===== src/rtl/nbpa_pkg.sv =====
package nbpa_pkg;

  localparam int ADDR_W     = 6;
  localparam int CFG_IDX_W  = 8;
  localparam int SQRT_STEPS = 32;
  localparam int DIV_STEPS  = 47;

  localparam logic [CFG_IDX_W-1:0] REG_GRAV_MASS = 8'd0;
  localparam logic [CFG_IDX_W-1:0] REG_SOFTENING = 8'd1;

  localparam logic signed [47:0] SAT_MAX = 48'sh7FFF_FFFF_FFFF;
  localparam logic signed [47:0] SAT_MIN = 48'sh8000_0000_0000;

  typedef enum logic [4:0] {
    OP_NOP,
    OP_WRITE,
    OP_READ,
    OP_CLR,
    OP_CAP_I,
    OP_DIFF,
    OP_SQ,
    OP_RSUM,
    OP_ZFLAG,
    OP_SQRT_INIT,
    OP_SQRT_STEP,
    OP_DEN0,
    OP_DEN1,
    OP_DEN2,
    OP_DIV_INIT,
    OP_DIV_STEP,
    OP_ACC
  } dp_op_t;

  typedef struct packed {
    dp_op_t              op;
    logic [ADDR_W-1:0]   addr;
  } dp_cmd_t;

  typedef struct packed {
    logic r_zero;
  } dp_stat_t;

endpackage


===== src/rtl/nbpa_ctrl.sv =====
module nbpa_ctrl #(
  parameter int MAX_PARTICLES = 64
) (
  input  logic               clk,
  input  logic               rst_n,
  input  logic               in_valid,
  input  logic               in_last,
  output logic               in_ready,
  input  logic               out_ready,
  output logic               out_valid,
  output logic [5:0]         out_idx,
  output logic               out_last,
  output nbpa_pkg::dp_cmd_t  cmd,
  input  nbpa_pkg::dp_stat_t stat
);
  import nbpa_pkg::*;

  localparam int AW = (MAX_PARTICLES > 1) ? $clog2(MAX_PARTICLES) : 1;
  localparam int CW = $clog2(MAX_PARTICLES + 1);

  typedef enum logic [4:0] {
    S_LOAD, S_CLR, S_RDI, S_CAP_I, S_NEXT_J, S_DIFF, S_SQ, S_RSUM, S_RCHK,
    S_SQRT, S_DEN0, S_DEN1, S_DEN2, S_DIV_INIT, S_DIV, S_ACC, S_OUT
  } state_t;

  state_t         state_r, state_nxt;
  logic [CW-1:0]  cnt_r, cnt_nxt, n_r, n_nxt, j_r, j_nxt;
  logic [AW-1:0]  i_r, i_nxt;
  logic [5:0]     step_r, step_nxt;
  logic [CW-1:0]  cnt_inc;
  logic           last_i;

  assign cnt_inc = (cnt_r < CW'(MAX_PARTICLES)) ? cnt_r + CW'(1) : cnt_r;
  assign last_i  = (CW'(i_r) + CW'(1)) == n_r;

  always_comb begin
    state_nxt = state_r;
    cnt_nxt   = cnt_r;
    n_nxt     = n_r;
    j_nxt     = j_r;
    i_nxt     = i_r;
    step_nxt  = step_r;
    cmd.op    = OP_NOP;
    cmd.addr  = '0;
    unique case (state_r)
      S_LOAD: begin
        if (in_valid) begin
          // drop the beat once the store is full
          if (cnt_r < CW'(MAX_PARTICLES)) begin
            cmd.op   = OP_WRITE;
            cmd.addr = ADDR_W'(cnt_r);
          end
          cnt_nxt = cnt_inc;
          if (in_last) begin
            n_nxt     = cnt_inc;
            i_nxt     = '0;
            state_nxt = S_CLR;
          end
        end
      end
      S_CLR: begin
        cmd.op    = OP_CLR;
        state_nxt = S_RDI;
      end
      S_RDI: begin
        cmd.op    = OP_READ;
        cmd.addr  = ADDR_W'(i_r);
        state_nxt = S_CAP_I;
      end
      S_CAP_I: begin
        cmd.op    = OP_CAP_I;
        j_nxt     = '0;
        state_nxt = S_NEXT_J;
      end
      S_NEXT_J: begin
        if (j_r == n_r) begin
          state_nxt = S_OUT;
        end else if (j_r == CW'(i_r)) begin
          j_nxt = j_r + CW'(1);
        end else begin
          cmd.op    = OP_READ;
          cmd.addr  = ADDR_W'(j_r);
          state_nxt = S_DIFF;
        end
      end
      S_DIFF: begin
        cmd.op    = OP_DIFF;
        state_nxt = S_SQ;
      end
      S_SQ: begin
        cmd.op    = OP_SQ;
        state_nxt = S_RSUM;
      end
      S_RSUM: begin
        cmd.op    = OP_RSUM;
        state_nxt = S_RCHK;
      end
      S_RCHK: begin
        if (stat.r_zero) begin
          cmd.op    = OP_ZFLAG;
          j_nxt     = j_r + CW'(1);
          state_nxt = S_NEXT_J;
        end else begin
          cmd.op    = OP_SQRT_INIT;
          step_nxt  = '0;
          state_nxt = S_SQRT;
        end
      end
      S_SQRT: begin
        cmd.op   = OP_SQRT_STEP;
        step_nxt = step_r + 6'd1;
        if (step_r == 6'(SQRT_STEPS - 1)) begin
          state_nxt = S_DEN0;
        end
      end
      S_DEN0: begin
        cmd.op    = OP_DEN0;
        state_nxt = S_DEN1;
      end
      S_DEN1: begin
        cmd.op    = OP_DEN1;
        state_nxt = S_DEN2;
      end
      S_DEN2: begin
        cmd.op    = OP_DEN2;
        state_nxt = S_DIV_INIT;
      end
      S_DIV_INIT: begin
        cmd.op    = OP_DIV_INIT;
        step_nxt  = '0;
        state_nxt = S_DIV;
      end
      S_DIV: begin
        cmd.op   = OP_DIV_STEP;
        step_nxt = step_r + 6'd1;
        if (step_r == 6'(DIV_STEPS - 1)) begin
          state_nxt = S_ACC;
        end
      end
      S_ACC: begin
        cmd.op    = OP_ACC;
        j_nxt     = j_r + CW'(1);
        state_nxt = S_NEXT_J;
      end
      S_OUT: begin
        if (out_ready) begin
          if (last_i) begin
            cnt_nxt   = '0;
            state_nxt = S_LOAD;
          end else begin
            i_nxt     = i_r + AW'(1);
            state_nxt = S_CLR;
          end
        end
      end
      default: state_nxt = S_LOAD;
    endcase
  end

  always_ff @(posedge clk) begin
    if (!rst_n) begin
      state_r <= S_LOAD;
      cnt_r   <= '0;
      n_r     <= '0;
      j_r     <= '0;
      i_r     <= '0;
      step_r  <= '0;
    end else begin
      state_r <= state_nxt;
      cnt_r   <= cnt_nxt;
      n_r     <= n_nxt;
      j_r     <= j_nxt;
      i_r     <= i_nxt;
      step_r  <= step_nxt;
    end
  end

  assign in_ready  = (state_r == S_LOAD);
  assign out_valid = (state_r == S_OUT);
  assign out_idx   = 6'(i_r);
  assign out_last  = last_i;

endmodule


===== config.mk =====
export PLATFORM = sky130hd
export DESIGN_NAME = nbpa_ctrl
export DESIGN_NICKNAME = d
export VERILOG_FILES = /design/src/rtl/nbpa_pkg.sv /design/src/rtl/nbpa_ctrl.sv
export SDC_FILE = /design/constraint.sdc
export NUM_CORES = 1
export LEC_CHECK = 0
export ABC_AREA = 1
export BUFFER_PORTS_ARGS = -buffer_cell sky130_fd_sc_hd__buf_2
export CORE_ASPECT_RATIO = 1.25
export CORE_MARGIN = 8
export CORE_UTILIZATION = 54
export CTS_CLUSTER_SIZE = 12
export DETAILED_ROUTE_END_ITERATION = 16
export PLACE_DENSITY = 0.76
export SKIP_LAST_GASP = 1
export SLEW_MARGIN = 0
export SYNTH_ARGS = -nofsm -noshare
export SYNTH_HDL_FRONTEND = slang
export SYNTH_SLANG_ARGS = --single-unit

===== constraint.sdc =====
create_clock -name clk -period 1.71 [get_ports clk]
set_input_delay 0.342 -clock clk [delete_from_list [all_inputs] [get_ports clk]]
set_output_delay 0.342 -clock clk [all_outputs]
set_load 0.02 [all_outputs]

==> impl_metrics.py <==
metrics = {
    "floorplan": {
        "chipHeight_um": 98.5,
        "ioPinCount": 26,
        "floorplan.die_area_um2": 8080,
        "core_region_area_um2": 5330,
        "dieWidth_um": 82.0,
        "initial_core_util": 0.552,
        "row_count": 30,
    },
    "hold_path": {
        "worst_hold_path_type": "primary input to flop",
    },
    "routing": {
        "dr_total_vias": 4254,
        "routed_wirelength_mm": 15.5,
        "average_routed_wire_per_standard_cell_um": 23.7,
        "drt_pre_antenna_iters": 5,
        "antenna_violating_nets_post_route": 0,
        "detail_route.drc_violations": 0,
        "violation_count_after_the_first_detailed_routing_iteration": 515,
        "avgViaCountPerCell": 6.52,
    },
    "job": {
        "cap_violations": 0,
    },
    "power_and_ir_drop": {
        "p_seq_frac": 0.339,
        "power_w": 0.00302,
        "netSwitchingFraction": 0.386,
        "power-per-cell-area_nw_per_um2": 623,
        "switching_power_w": 0.00116,
        "worst_ir_drop_vdd_mv": 0.629,
        "clkPwrFrac": 0.262,
        "comb_power_share": 0.399,
        "p_int_w": 0.00185,
        "power.static_leakage_nw": 2.34,
    },
    "layout": {
        "design_area_um2": 4840,
        "antenna_cells_inserted": 0,
        "final_net_count": 599,
        "layout-drive-gt1-share": 0.519,
        "synthesis_to_finish_area_growth_pct": 64.7,
    },
    "placed_design": {
        "gpl.final_weighted_congestion": 0.928,
        "half_perimeter_wire_length_after_placement_mm": 6.93,
        "dpl_cell_area_um2": 3710,
        "port_buffers": 25,
    },
    "cts": {
        "cts-buffers-inserted": 5,
        "clock_path_buffers": 2,
        "cts_htree_levels": 2,
        "tritoncts": "built",
        "worstSkewPairLatency_ns": 0.31,
        "clockRootBuffer": "clkbuf_8",
        "cts.reportedPaths.clkPinSlew_ns": 0.09,
        "clock-sinks": 38,
        "cts_hold_buf": 0,
    },
    "grt": {
        "global_route.usage.total": 0.264,
        "antenna_found_initial": 0,
        "grt_pass1_wl_mm": 16.9,
        "number_of_global_route_vias_before_repair": 3680,
        "grt_start_max_net_pins": 23,
        "grt_overflow": 0,
    },
    "synthesis": {
        "synth_sequential_area_ratio": 0.259,
        "dominantRegCellSynth": "dfxtp_1",
        "post_synth_edffs": 0,
        "synthesis.nets": 467,
        "synth-async-reset-ratio": 0,
        "syn-mean-instance-area_um2": 6.46,
        "yosys_warnings": 0,
        "yosysUniqueCellTypes": 44,
        "netlist_instances": 455,
        "postSynthRegisterBits": 38,
        "netlist_area_um2": 2940,
    },
    "sta": {
        "grt_setup_unrepaired": "yes",
        "timing.final.hold_violations": 0,
        "worstMarginPinSlew_ns": 0.586,
        "fin_crit_ns": 2.32,
        "count_of_pins_over_their_slew_limit": 0,
        "setup_tns_ns": -9.45,
        "final.setup.worst_slack_ns": -0.611,
        "clock-skew-final_ns": 0.0118,
        "max-slew-margin-rel": 0.609,
        "clock.fmax_ghz": 0.431,
        "timing.final.setup_violations": 43,
        "final_min_period_over_clock_period": 1.36,
    },
    "critical_path": {
        "cp_cell_sequence": "nor2_4 -> nand2_4 -> nor2_8 -> inv_4 -> nor3_4 -> buf_4 -> a22oi_2 -> o21ai_2 -> buf_6",
        "timing_worst_setup_path_type": "flop to output pin",
        "cp_slowest_stage_delay_ns": 0.38,
        "setup.worst_path.end_class": "output pin",
        "worstPathRequired_ns": 1.37,
        "critPathArrivalTime_ns": 1.98,
        "worst_path_max_delay_cell": "dfxtp_4",
        "critPathLaunchType": "flop",
        "critPathMaxFanout": 3,
    },
    "status": {
        "failed_checks": "negative setup slack",
        "run_status": "finished with violations",
    },
}
cells by family (layout without fill, tap and decap cells):
group                    Yosys count  count (layout)  share of synthesized area
AO/OA/AOI/OAI                     61              61                      0.126
XOR/XNOR                          22              22                     0.0655
adder cells (fa/ha/maj)            6               6                     0.0255
buffers and inverters             78             210                      0.110
flip-flops                        38              38                      0.259
AND/OR/NAND/NOR                  250             251                      0.414
timing repair:
| item | 4_1_cts | 5_1_grt |
|---|---|---|
| setup endpoints to repair | 28 | 41 |
| endpoints found under the hold margin | 0 | 0 |
| pin swaps | 18 | 55 |
| setup buffers | 25 | 29 |
| gates resized for setup | 75 | 131 |
| gates cloned | 1 | 0 |
synth_stat cells (2+ instances only):
library cell,n,area share
ha_1,6,0.026
inv_2,8,0.010
nor3_4,2,0.011
nand3_1,43,0.073
o221ai_1,4,0.012
buf_2,3,0.0051
o31ai_1,4,0.010
xor2_1,14,0.042
xnor2_1,8,0.024
o21ai_0,14,0.024
dfxtp_1,38,0.26
nand2_4,3,0.011
buf_4,2,0.0051
nor3_1,7,0.012
a22oi_1,3,0.0077
nand3_2,5,0.017
nor3_2,2,0.0068
a21oi_1,26,0.044
nor2_2,6,0.013
nand4_1,9,0.019
buf_6,2,0.0077
o21ai_1,3,0.0051
nand2_1,101,0.13
clkbuf_1,5,0.0064
inv_1,56,0.071
nor2_1,57,0.073
nor2_4,2,0.0077
nand2_2,6,0.013
per-stage QoR:
stage	setup WS, ns	cells	hold slack, ns	util
floorplan	-0.0323	455	0.468	-
global placement	-0.112	602	0.483	0.696
detailed placement	-0.141	602	0.497	0.696
CTS	-0.367	633	0.424	0.791
global route	-0.655	652	0.407	0.909
finish	-0.611	652	0.427	0.909
final timing paths:
path	to	start	slack [ns]	cells past startpoint
worst min-delay path	state_r[4]	out_ready	0.43	4
worst max-delay path	cmd[1]	state_r[3]	-0.61	9
worst max register to register	j_r[3]	state_r[0]	-0.32	11
worst min register to register	out_idx[3]	out_idx[3]	0.52	2
layer usage:
| metal | up-vias | global-route usage | share of wire |
|---|---|---|---|
| met5 | - | 0 | 0 |
| met2 | 405 | 0.471 | 0.49 |
| met3 | 180 | 0.0401 | 0.099 |
| met4 | 0 | 0.136 | 0.10 |
| met1 | 1937 | 0.284 | 0.31 |
| li1 | 1732 | - | - |
power groups by stage:
| stage | sequential (W) | clock, W | combinational [W] |
|---|---|---|---|
| after floorplan | 0.00103 | 0 | 0.000516 |
| after global placement | 0.00103 | 0 | 0.000775 |
| after detailed placement | 0.00103 | 0 | 0.000792 |
| after CTS | 0.00101 | 0.000762 | 0.000871 |
| after global routing | 0.00103 | 0.000846 | 0.00127 |
| final | 0.00102 | 0.000790 | 0.00120 |
layout make-up:
cell class	instances	area [um^2]
clock buffers	7	76.3
clock inverters	1	30.0
fillers	210	487
inverters	65	264
multi-input cells	340	2450
flip-flops and latches	38	803
well taps	64	80.1
repair buffers	137	1140
worst max-delay path: cells and delay by family, from the launching register on:
| kind | cells | cell delay [ns] |
|---|---|---|
| AND/OR/NAND/NOR | 4 | 0.65 |
| buffers and inverters | 3 | 0.41 |
| AO/OA/AOI/OAI | 2 | 0.23 |
| flip-flops | 1 | 0.38 |
cell usage in the layout (no fill, tap or decap), types with 15 or more instances in the layout:
cell and n:
nor2_4 18, inv_2 15, nand3_1 25, buf_4 94
a21oi_1 24, nand2_4 15, nand2_2 22, buf_6 27
nor2_1 37, inv_1 42, dfxtp_1 20, nand3_2 19
nand2_1 73
flip-flops by register name, indices dropped and copies added (netlist names):
signal / flops
cnt_r: 7
j_r: 7
n_r: 7
out_idx: 6
state_r: 5
step_r: 6
Note: power is estimated with default switching activity, not from simulation.
